`config.mk`:
```
export PLATFORM = sky130hd
export DESIGN_NAME = can_signal_extractor
export DESIGN_NICKNAME = d
export VERILOG_FILES = /design/src/rtl/csx_pkg.sv /design/src/rtl/csx_front.sv /design/src/rtl/csx_fifo.sv /design/src/rtl/csx_back.sv /design/src/rtl/can_signal_extractor.sv
export VERILOG_INCLUDE_DIRS = /design/src /design/src/rtl
export SDC_FILE = /design/constraint.sdc
export NUM_CORES = 2
export LEC_CHECK = 0
export BUFFER_PORTS_ARGS = -buffer_cell sky130_fd_sc_hd__buf_2
export CAP_MARGIN = 20
export CORE_MARGIN = 4
export CORE_UTILIZATION = 50
export DETAILED_ROUTE_END_ITERATION = 10
export GPL_ROUTABILITY_DRIVEN = 0
export HOLD_SLACK_MARGIN = 0.1
export PLACE_DENSITY = 0.69
export SLEW_MARGIN = 20
export SYNTH_ARGS = -nofsm -noshare
export SYNTH_HDL_FRONTEND = slang
export SYNTH_MEMORY_MAX_BITS = 65536
export SYNTH_SLANG_ARGS = --single-unit
```
`constraint.sdc`:
```
create_clock -name clk -period 10.5 [get_ports clk]
set_clock_uncertainty 0.15 [all_clocks]
set_input_delay 2.1 -clock clk [delete_from_list [all_inputs] [get_ports clk]]
set_output_delay 2.1 -clock clk [all_outputs]
set_load 0.02 [all_outputs]
```
`src/rtl/can_signal_extractor_macros.svh`:
```
// ---------------------------------------------------------------------------
// can_signal_extractor_macros
// Assertion helpers for the CAN signal extractor. Each expects clk and rst in
// scope.
// ---------------------------------------------------------------------------
`ifndef CAN_SIGNAL_EXTRACTOR_MACROS_SVH
`define CAN_SIGNAL_EXTRACTOR_MACROS_SVH

// same-cycle implication
`define CSX_ASSERT_NOW(lbl, ante, cons) \
  lbl: assert property (@(posedge clk) disable iff (rst) (ante) |-> (cons)) \
    else $error("csx assertion failed");

// next-cycle implication
`define CSX_ASSERT_NEXT(lbl, ante, cons) \
  lbl: assert property (@(posedge clk) disable iff (rst) (ante) |=> (cons)) \
    else $error("csx assertion failed");

`endif

```
`src/rtl/csx_pkg.sv`:
```
// ---------------------------------------------------------------------------
// csx_pkg
// Shared types and constants of the CAN signal extractor.
// ---------------------------------------------------------------------------
package csx_pkg;

  localparam int CSX_MAX_ENTRIES = 32;
  localparam int WALK_CAP        = 32;
  localparam int QUEUE_DEPTH     = 2;
  localparam int ACTIVE_W        = 6;
  localparam int ID_W            = 29;
  localparam int ADDR_W          = 3;

  localparam logic [1:0] KIND_SENSOR = 2'd0;
  localparam logic [1:0] KIND_DONE   = 2'd1;
  localparam logic [1:0] KIND_ACK    = 2'd2;

  localparam logic CMD_WRITE = 1'b1;

  // register select is paddr[2]
  localparam logic REG_ACTIVE_SENSORS = 1'b0;
  localparam logic REG_LED_FRAME_ID   = 1'b1;

  typedef struct packed {
    logic            cmd;
    logic [ID_W-1:0] frame_id;
    logic [3:0]      length;
    logic [63:0]     payload;
    logic [4:0]      entry_index;
    logic [7:0]      match_mask;
    logic [15:0]     byte_map;
  } req_word_t;

  typedef struct packed {
    logic [1:0]  kind;
    logic [4:0]  sensor_index;
    logic [31:0] value;
    logic        log_enable;
    logic        last;
  } rsp_word_t;

  typedef enum logic [1:0] {
    OP_FRAME,
    OP_LED,
    OP_WRITE
  } op_t;

  typedef struct packed {
    op_t             op;
    logic [ID_W-1:0] frame_id;
    logic [3:0]      length;
    logic [63:0]     payload;
    logic [4:0]      entry_index;
    logic [7:0]      match_mask;
    logic [15:0]     byte_map;
  } queue_item_t;

  typedef struct packed {
    logic [ID_W-1:0] frame_id;
    logic [3:0]      length;
    logic [63:0]     cond_bytes;
    logic [7:0]      cond_mask;
    logic [15:0]     byte_map;
  } entry_t;

  typedef enum logic [1:0] {
    BK_IDLE,
    BK_PRIME,
    BK_WALK,
    BK_FINAL
  } back_state_t;

endpackage

```
`src/rtl/csx_front.sv`:
```
// ---------------------------------------------------------------------------
// csx_front
// Input register: takes request words and tags each as table write,
// log-enable control frame or lookup frame.
// ---------------------------------------------------------------------------
module csx_front import csx_pkg::*; (
  input  logic            clk,
  input  logic            rst,
  input  logic            req_valid,
  output logic            req_stall,
  input  req_word_t       req,
  input  logic [ID_W-1:0] led_frame_id,
  input  logic            q_full,
  output logic            push,
  output queue_item_t     item
);

  logic        fr_valid;
  queue_item_t fr_item;
  queue_item_t fr_item_next;
  logic        accept;

  assign req_stall = fr_valid && q_full;
  assign push      = fr_valid && !q_full;
  assign accept    = req_valid && !req_stall;
  assign item      = fr_item;

  always_comb begin
    fr_item_next.frame_id    = req.frame_id;
    fr_item_next.length      = req.length;
    fr_item_next.payload     = req.payload;
    fr_item_next.entry_index = req.entry_index;
    fr_item_next.match_mask  = req.match_mask;
    fr_item_next.byte_map    = req.byte_map;
    if (req.cmd == CMD_WRITE) begin
      fr_item_next.op = OP_WRITE;
    end else if (req.frame_id == led_frame_id && req.length == 4'd1) begin
      fr_item_next.op = OP_LED;
    end else begin
      fr_item_next.op = OP_FRAME;
    end
  end

  always_ff @(posedge clk) begin
    if (rst) begin
      fr_valid <= 1'b0;
    end else if (accept) begin
      fr_valid <= 1'b1;
    end else if (push) begin
      fr_valid <= 1'b0;
    end
  end

  always_ff @(posedge clk) begin
    if (accept) begin
      fr_item <= fr_item_next;
    end
  end

endmodule

```
`src/rtl/csx_fifo.sv`:
```
// ---------------------------------------------------------------------------
// csx_fifo
// Short queue of classified words between front and back.
// ---------------------------------------------------------------------------
module csx_fifo import csx_pkg::*; (
  input  logic        clk,
  input  logic        rst,
  input  logic        push,
  input  queue_item_t wdata,
  input  logic        pop,
  output queue_item_t rdata,
  output logic        empty,
  output logic        full
);

  localparam int PTR_W = (QUEUE_DEPTH > 1) ? $clog2(QUEUE_DEPTH) : 1;
  localparam int CNT_W = $clog2(QUEUE_DEPTH + 1);
  localparam logic [PTR_W-1:0] LAST_PTR = PTR_W'(QUEUE_DEPTH - 1);
  localparam logic [CNT_W-1:0] FULL_CNT = CNT_W'(QUEUE_DEPTH);

  queue_item_t      slots [QUEUE_DEPTH];
  logic [PTR_W-1:0] wr_ptr;
  logic [PTR_W-1:0] rd_ptr;
  logic [CNT_W-1:0] count;
  logic             do_push;
  logic             do_pop;

  assign empty   = (count == '0);
  assign full    = (count == FULL_CNT);
  assign do_push = push && !full;
  assign do_pop  = pop && !empty;
  assign rdata   = slots[rd_ptr];

  always_ff @(posedge clk) begin
    if (rst) begin
      wr_ptr <= '0;
      rd_ptr <= '0;
      count  <= '0;
    end else begin
      if (do_push) begin
        wr_ptr <= (wr_ptr == LAST_PTR) ? '0 : wr_ptr + PTR_W'(1);
      end
      if (do_pop) begin
        rd_ptr <= (rd_ptr == LAST_PTR) ? '0 : rd_ptr + PTR_W'(1);
      end
      if (do_push && !do_pop) begin
        count <= count + CNT_W'(1);
      end else if (do_pop && !do_push) begin
        count <= count - CNT_W'(1);
      end
    end
  end

  always_ff @(posedge clk) begin
    if (do_push) begin
      slots[wr_ptr] <= wdata;
    end
  end

endmodule

```
`src/rtl/csx_back.sv`:
```
// ---------------------------------------------------------------------------
// csx_back
// Signal table and walker: writes entries, updates the log flag, and walks
// the active entries one per cycle unless stalled; emits a word per match.
// ---------------------------------------------------------------------------
module csx_back import csx_pkg::*; #(
  parameter int MAX_ENTRIES = CSX_MAX_ENTRIES
) (
  input  logic                clk,
  input  logic                rst,
  input  logic                q_empty,
  input  queue_item_t         head,
  output logic                pop,
  input  logic [ACTIVE_W-1:0] active_sensors,
  output logic                rsp_valid,
  input  logic                rsp_stall,
  output rsp_word_t           rsp
);

  localparam int DEPTH = (MAX_ENTRIES > WALK_CAP) ? WALK_CAP : MAX_ENTRIES;
  localparam int IDX_W = (DEPTH > 1) ? $clog2(DEPTH) : 1;
  localparam int LIM_W = IDX_W + 1;

  entry_t           mem [DEPTH];
  entry_t           rd_entry;
  entry_t           wr_entry;
  logic [IDX_W-1:0] rd_addr;
  logic [IDX_W-1:0] wr_addr;
  logic             mem_we;

  back_state_t      state;
  back_state_t      state_next;
  queue_item_t      cur;
  logic [IDX_W-1:0] chk_idx;
  logic [LIM_W-1:0] limit;
  logic [LIM_W-1:0] limit_next;
  logic             log_flag;
  logic             in_range;
  logic             out_free;
  logic             advance;
  logic             walk_end;
  logic             hit;
  logic             cond_ok;
  logic [31:0]      hit_value;
  logic             rsp_load;
  rsp_word_t        rsp_next;

  assign out_free = !rsp_valid || !rsp_stall;
  assign in_range = ({1'b0, head.entry_index} < 6'(MAX_ENTRIES));
  assign walk_end = (({1'b0, chk_idx} + LIM_W'(1)) == limit);
  assign limit_next = (active_sensors > ACTIVE_W'(DEPTH)) ? LIM_W'(DEPTH)
                                                          : LIM_W'(active_sensors);
  assign wr_addr = head.entry_index[IDX_W-1:0];

  always_comb begin
    wr_entry.frame_id   = head.frame_id;
    wr_entry.length     = head.length;
    wr_entry.cond_bytes = head.payload;
    wr_entry.cond_mask  = head.match_mask;
    wr_entry.byte_map   = head.byte_map;
  end

  // entry match and value assembly
  always_comb begin
    logic [3:0] nib;
    cond_ok = 1'b1;
    for (int b = 0; b < 8; b++) begin
      if (4'(b) < cur.length && rd_entry.cond_mask[b] &&
          rd_entry.cond_bytes[8*b +: 8] != cur.payload[8*b +: 8]) begin
        cond_ok = 1'b0;
      end
    end
    hit = (rd_entry.frame_id == cur.frame_id) && !rd_entry.byte_map[3] &&
          (rd_entry.length == cur.length) && cond_ok;
    hit_value = '0;
    for (int b = 0; b < 4; b++) begin
      nib = rd_entry.byte_map[4*b +: 4];
      if (!nib[3]) begin
        hit_value[8*b +: 8] = cur.payload[{nib[2:0], 3'b000} +: 8];
      end
    end
  end

  always_comb begin
    state_next = state;
    unique case (state)
      BK_IDLE: begin
        if (!q_empty) begin
          if (head.op == OP_FRAME && limit_next != '0) begin
            state_next = BK_PRIME;
          end else begin
            state_next = BK_FINAL;
          end
        end
      end
      BK_PRIME: state_next = BK_WALK;
      BK_WALK: begin
        if (advance && walk_end) begin
          state_next = BK_FINAL;
        end
      end
      BK_FINAL: begin
        if (out_free) begin
          state_next = BK_IDLE;
        end
      end
      default: state_next = BK_IDLE;
    endcase
  end

  always_comb begin
    pop      = 1'b0;
    mem_we   = 1'b0;
    rd_addr  = '0;
    advance  = 1'b0;
    rsp_load = 1'b0;
    rsp_next = '0;
    rsp_next.log_enable = log_flag;
    unique case (state)
      BK_IDLE: begin
        pop    = !q_empty;
        mem_we = !q_empty && head.op == OP_WRITE && in_range;
      end
      BK_PRIME: rd_addr = '0;
      BK_WALK: begin
        advance  = !hit || out_free;
        rd_addr  = advance ? chk_idx + IDX_W'(1) : chk_idx;
        rsp_load = hit && out_free;
        rsp_next.kind         = KIND_SENSOR;
        rsp_next.sensor_index = 5'(chk_idx);
        rsp_next.value        = hit_value;
      end
      BK_FINAL: begin
        rsp_load = out_free;
        rsp_next.last = 1'b1;
        if (cur.op == OP_WRITE) begin
          rsp_next.kind         = KIND_ACK;
          rsp_next.sensor_index = cur.entry_index;
        end else begin
          rsp_next.kind = KIND_DONE;
        end
      end
      default: ;
    endcase
  end

  always_ff @(posedge clk) begin
    if (rst) begin
      state     <= BK_IDLE;
      log_flag  <= 1'b0;
      rsp_valid <= 1'b0;
    end else begin
      state <= state_next;
      if (pop && head.op == OP_LED) begin
        log_flag <= |head.payload[7:0];
      end
      if (rsp_load) begin
        rsp_valid <= 1'b1;
      end else if (!rsp_stall) begin
        rsp_valid <= 1'b0;
      end
    end
  end

  always_ff @(posedge clk) begin
    if (pop) begin
      cur   <= head;
      limit <= limit_next;
    end
    if (state == BK_PRIME) begin
      chk_idx <= '0;
    end else if (advance) begin
      chk_idx <= chk_idx + IDX_W'(1);
    end
    if (rsp_load) begin
      rsp <= rsp_next;
    end
  end

  always_ff @(posedge clk) begin
    if (mem_we) begin
      mem[wr_addr] <= wr_entry;
    end
    rd_entry <= mem[rd_addr];
  end

endmodule

```
`src/rtl/can_signal_extractor.sv`:
```
// ---------------------------------------------------------------------------
// can_signal_extractor
// Decodes sensor values from received CAN frames against a signal table.
// ---------------------------------------------------------------------------
// A request word is either a received frame or a table entry write. A write
// returns one acknowledge word. A frame carrying the log-enable control id
// with length one returns one done word. Any other frame walks the active
// table entries at one entry per cycle, unless the output is stalled on a
// match, through the table memory's single read port, covering
// min(active_sensors, MAX_ENTRIES, 32) entries, and returns one word per
// matching entry in index order and then a done word with last set. An input
// register and a two-word queue let new requests arrive while a frame is
// being walked.
`include "can_signal_extractor_macros.svh"

module can_signal_extractor import csx_pkg::*; #(
  parameter int MAX_ENTRIES = CSX_MAX_ENTRIES
) (
  input  logic              clk,
  input  logic              rst,
  input  logic              req_valid,
  output logic              req_stall,
  input  req_word_t         req,
  output logic              rsp_valid,
  input  logic              rsp_stall,
  output rsp_word_t         rsp,
  input  logic              psel,
  input  logic              penable,
  input  logic              pwrite,
  input  logic [ADDR_W-1:0] paddr,
  input  logic [31:0]       pwdata,
  output logic [31:0]       prdata,
  output logic              pready
);

  logic [ACTIVE_W-1:0] active_sensors;
  logic [ID_W-1:0]     led_frame_id;
  logic                cfg_we;
  logic                q_push;
  logic                q_pop;
  logic                q_full;
  logic                q_empty;
  queue_item_t         q_wdata;
  queue_item_t         q_rdata;
  logic                rsp_sensor;

  assign pready = 1'b1;
  assign cfg_we = psel && penable && pwrite && pready;
  assign rsp_sensor = rsp_valid && rsp.kind == KIND_SENSOR;

  always_ff @(posedge clk) begin
    if (rst) begin
      active_sensors <= '0;
      led_frame_id   <= '0;
    end else if (cfg_we) begin
      unique case (paddr[2])
        REG_ACTIVE_SENSORS: active_sensors <= pwdata[ACTIVE_W-1:0];
        REG_LED_FRAME_ID:   led_frame_id   <= pwdata[ID_W-1:0];
        default: ;
      endcase
    end
  end

  always_comb begin
    prdata = '0;
    unique case (paddr[2])
      REG_ACTIVE_SENSORS: prdata = 32'(active_sensors);
      REG_LED_FRAME_ID:   prdata = 32'(led_frame_id);
      default: ;
    endcase
  end

  csx_front u_front (
    .clk          (clk),
    .rst          (rst),
    .req_valid    (req_valid),
    .req_stall    (req_stall),
    .req          (req),
    .led_frame_id (led_frame_id),
    .q_full       (q_full),
    .push         (q_push),
    .item         (q_wdata)
  );

  csx_fifo u_fifo (
    .clk   (clk),
    .rst   (rst),
    .push  (q_push),
    .wdata (q_wdata),
    .pop   (q_pop),
    .rdata (q_rdata),
    .empty (q_empty),
    .full  (q_full)
  );

  csx_back #(
    .MAX_ENTRIES (MAX_ENTRIES)
  ) u_back (
    .clk            (clk),
    .rst            (rst),
    .q_empty        (q_empty),
    .head           (q_rdata),
    .pop            (q_pop),
    .active_sensors (active_sensors),
    .rsp_valid      (rsp_valid),
    .rsp_stall      (rsp_stall),
    .rsp            (rsp)
  );

  `CSX_ASSERT_NOW(a_no_queue_overflow, q_push, !q_full)
  `CSX_ASSERT_NOW(a_only_sensor_not_last, rsp_valid && !rsp.last, rsp.kind == KIND_SENSOR)
  `CSX_ASSERT_NOW(a_sensor_in_active, rsp_sensor, 6'(rsp.sensor_index) < active_sensors)
  `CSX_ASSERT_NEXT(a_pop_needs_word, q_pop, !$past(q_empty))

endmodule
```
==> impl_metrics.yaml <==
setup_path:
  arrival_ns: 7.20
  reg2reg_slack_ns: 4.03
  crit_type: "register to register"
  cp-start-kind: "register"
  rr_endpoint: "u_back.rd_entry[102]$_DFF_P_"
  r2r_cells: 12
  r2r-start: "u_back.cur[41]$_DFFE_PP_"
  crit_required_ns: 11.23
  cp_max_fo: 165
  end_kind: "register"
placed_design:
  numPortBuffers: 235
  dpl_cell_area_mm2: 0.181
  dp_cells: 15500
  dp_hpwl_mm: 243
final_layout:
  num-fill-cells: 25700
  drive_gt1_share_pct: 11.4
  finalNetCount: 11500
  layout_common_cells: "edfxtp_1 (4,407), nand2_1 (2,152), nand3_1 (982)"
  final_area_mm2: 0.196
  synthToLayoutAreaGrowth_pct: 12.2
  instances_no_fill: 16300
  final_common_cell: "edfxtp_1"
synthesis:
  ys_warn_count: 0
  syn_area_mm2: 0.174
  synthArstFlopShare_pct: 0
  ys_types: 66
  ys_ff_latch: 4578
  yosysSeqAreaShare_pct: 77.8
  syn-instance-count: 11200
  synth.avg_cell_area_um2: 15.6
  synth_edf_count: 4407
  ys.flop_type: "edfxtp_1"
floorplanning:
  dieArea_mm2: 0.358
  rows: 216
  start_util_pct: 50.3
  pin_count: 245
  core_mm2: 0.347
  die_h_um: 599
  die_x_um: 599
pwr:
  powerDensity_mw_per_mm2: 240
  finalPower_mw: 46.9
  p_leak_nw: 61.8
  ir_worst_vdd_uv: 202
clocking:
  postCtsSetupRepairBufs: 0
  tritoncts: "built"
  h-tree-depth: 5
  cts_resized: 0
  path_clk_slew_ns: 0.06
  numCtsBuffers: 439
  cts_root_buffer: "clkbuf_16"
  clk_latency_ns: 1.02
  clkSinkCount: 4578
  cts_buffer_depth: 4
  cts_hold_buffers: 0
drt:
  postRouteAntennaNets: 0
  routed_via_density: 6.31
  finalWirelength_mm: 495
  drcViolationCount: 0
  firstDrtPassIters: 6
  wire_per_inst_um: 30.3
  num_vias: 103000
  drt_iter0_drc: 15000
sta:
  rsz0062_at_grt: "no"
  fmax_mhz: 155
  slew_headroom_pct: 16.9
  setup_tns_ns: 0
  setup_viol: 0
  fin_crit_sh_pct: 61.6
  finalHoldViolations: 0
  tightestPinTransition_ns: 1.25
  slew_violations: 0
  hold_ws_ns: 0.292
  post-route-min-period_ns: 6.47
global_routing:
  antenna_found_initial: 23
  grt-ovfl-total: 0
  grt_pass1_wl_mm: 697
  grt_use_total_pct: 26.8
  grt_start_max_net_pins: 221
  grt_pass1_vias: 99600
worst_hold_path:
  worstHoldStart: "u_front.item[104]$_DFFE_PP_"
  hp-class: "register to register"
  min_path_cells: 0
  worst_hold_path.endpoint: "u_fifo.slots[1][104]$_DFFE_PP_"
run_status:
  status: "finished, final reports clean"
job:
  maxCapViolations: 0
[routing by layer]
metal / vias up / wire, µm / global-route usage [%]
li1: 43100 / - / -
met2: 6663 / 236000 / 43.8
met3: 1290 / 51100 / 4.35
met1: 51900 / 179000 / 35.1
met4: 8 / 29100 / 13.7
met5: - / 52 / 0
[where the power goes]
| part | internal [mW] | switching [mW] | leakage, nW |
|---|---|---|---|
| Clock | 9.21 | 6.80 | 7.22 |
| Sequential | 22.1 | 0.678 | 41.2 |
| Combinational | 2.32 | 5.84 | 13.3 |
[registers in the layout, indices dropped and copies added, names as in the netlist, named ones only]
register,flops
u_back.mem,3872
u_fifo.slots,256
u_front.item,128
u_back.rd_entry,121
u_back.cur,104
u_back.rsp,41
led_frame_id,29
active_sensors,6
u_back.limit,6
u_back.chk_idx,5
u_back.state,2
u_fifo.count,2
u_back.log_flag,1
u_back.rsp_valid,1
u_fifo.rd_ptr,1
u_fifo.wr_ptr,1
u_front.fr_valid,1
[final cells by class]
type / instances / area, µm² / area share [%]
clock inverters: 236 / 2670 / 1.37
multi-input cells: 5891 / 36100 / 18.5
well taps: 4578 / 5730 / 2.93
diodes: 9 / 22.5 / 0.0115
repair buffers: 416 / 3240 / 1.65
flip-flops and latches: 4578 / 136000 / 69.4
inverters: 15 / 61.3 / 0.0313
clock buffers: 588 / 12100 / 6.18
[kinds of logic (layout without fill, tap and decap cells)]
kind of cell | Yosys count | in the layout | share of synthesized area (%)
buffers and inverters | 699 | 1255 | 1.71
AND/OR/NAND/NOR | 3355 | 3355 | 8.12
flip-flops | 4578 | 4578 | 77.8
XOR/XNOR | 145 | 145 | 0.732
adder cells (fa/ha/maj) | 7 | 7 | 0.0502
AO/OA/AOI/OAI | 1294 | 1294 | 4.78
other | 2 | 13 | 0.00431
multiplexers | 1086 | 1086 | 6.78
[worst max-delay path, stage by stage (launching register included)]
cell and delay, ns:
edfxtp_1 0.65, xor2_1 0.26, nor4_1 0.84, a21oi_1 0.30, a31oi_1 0.57, nand4_4 0.54
mux2i_4 0.52, buf_12 0.54, buf_4 0.91, a21oi_1 0.12, a221oi_1 0.37, a31oi_1 0.09
o22ai_1 0.16
[how the worst max path moves through the flow]
stage	startpoint	endpoint	slack, ns	cells past startpoint
floorplan	u_back.state[0]$_SDFFE_PP0P_	u_back.mem[10][0]$_DFFE_PP_	1.09	8
global route	u_back.cur[41]$_DFFE_PP_	u_back.rd_entry[104]$_DFF_P_	4.11	12
global placement	rsp_stall	u_back.rd_entry[66]$_DFF_P_	4.30	10
finish	u_back.cur[41]$_DFFE_PP_	u_back.rd_entry[102]$_DFF_P_	4.03	12
detailed placement	rsp_stall	u_back.rd_entry[66]$_DFF_P_	4.23	10
CTS	u_back.cur[41]$_DFFE_PP_	u_back.rd_entry[66]$_DFF_P_	4.32	11
[synth_stat cells, types with 4 or more instances]
| cell type | n | area (µm²) |
|---|---|---|
| nor2_1 | 98 | 368 |
| buf_6 | 19 | 214 |
| nand2_1 | 2152 | 8080 |
| nand3_1 | 982 | 4910 |
| inv_1 | 13 | 48.8 |
| a21oi_1 | 159 | 796 |
| nand4_1 | 20 | 125 |
| ha_1 | 7 | 87.6 |
| nor4_1 | 24 | 150 |
| buf_4 | 11 | 82.6 |
| nor3_1 | 14 | 70.1 |
| or3_1 | 6 | 37.5 |
| buf_1 | 49 | 184 |
| buf_2 | 141 | 706 |
| nand2b_1 | 7 | 43.8 |
| a311oi_1 | 10 | 87.6 |
| edfxtp_1 | 4407 | 132000 |
| dfxtp_1 | 171 | 3420 |
| o21ai_0 | 6 | 30.0 |
| a31oi_1 | 483 | 3020 |
| xor2_1 | 72 | 631 |
| a221oi_1 | 119 | 1040 |
| xnor2_1 | 72 | 631 |
| and3_1 | 5 | 31.3 |
| mux2i_1 | 891 | 8920 |
| mux2_2 | 131 | 1480 |
| and2_1 | 27 | 169 |
| a21o_1 | 4 | 30.0 |
| mux4_2 | 64 | 1440 |
| nor2b_1 | 9 | 56.3 |
| o22ai_1 | 480 | 3000 |
| clkbuf_1 | 464 | 1740 |
[per-stage QoR]
step / utilization [%] / setup slack [ns]
finish: 56.4 / 4.03
global route: 56.4 / 4.11
CTS: 56.4 / 4.32
detailed placement: 52.2 / 4.23
global placement: 52.2 / 4.30
floorplan: - / 1.09
Power figures use the tool's default switching activity.
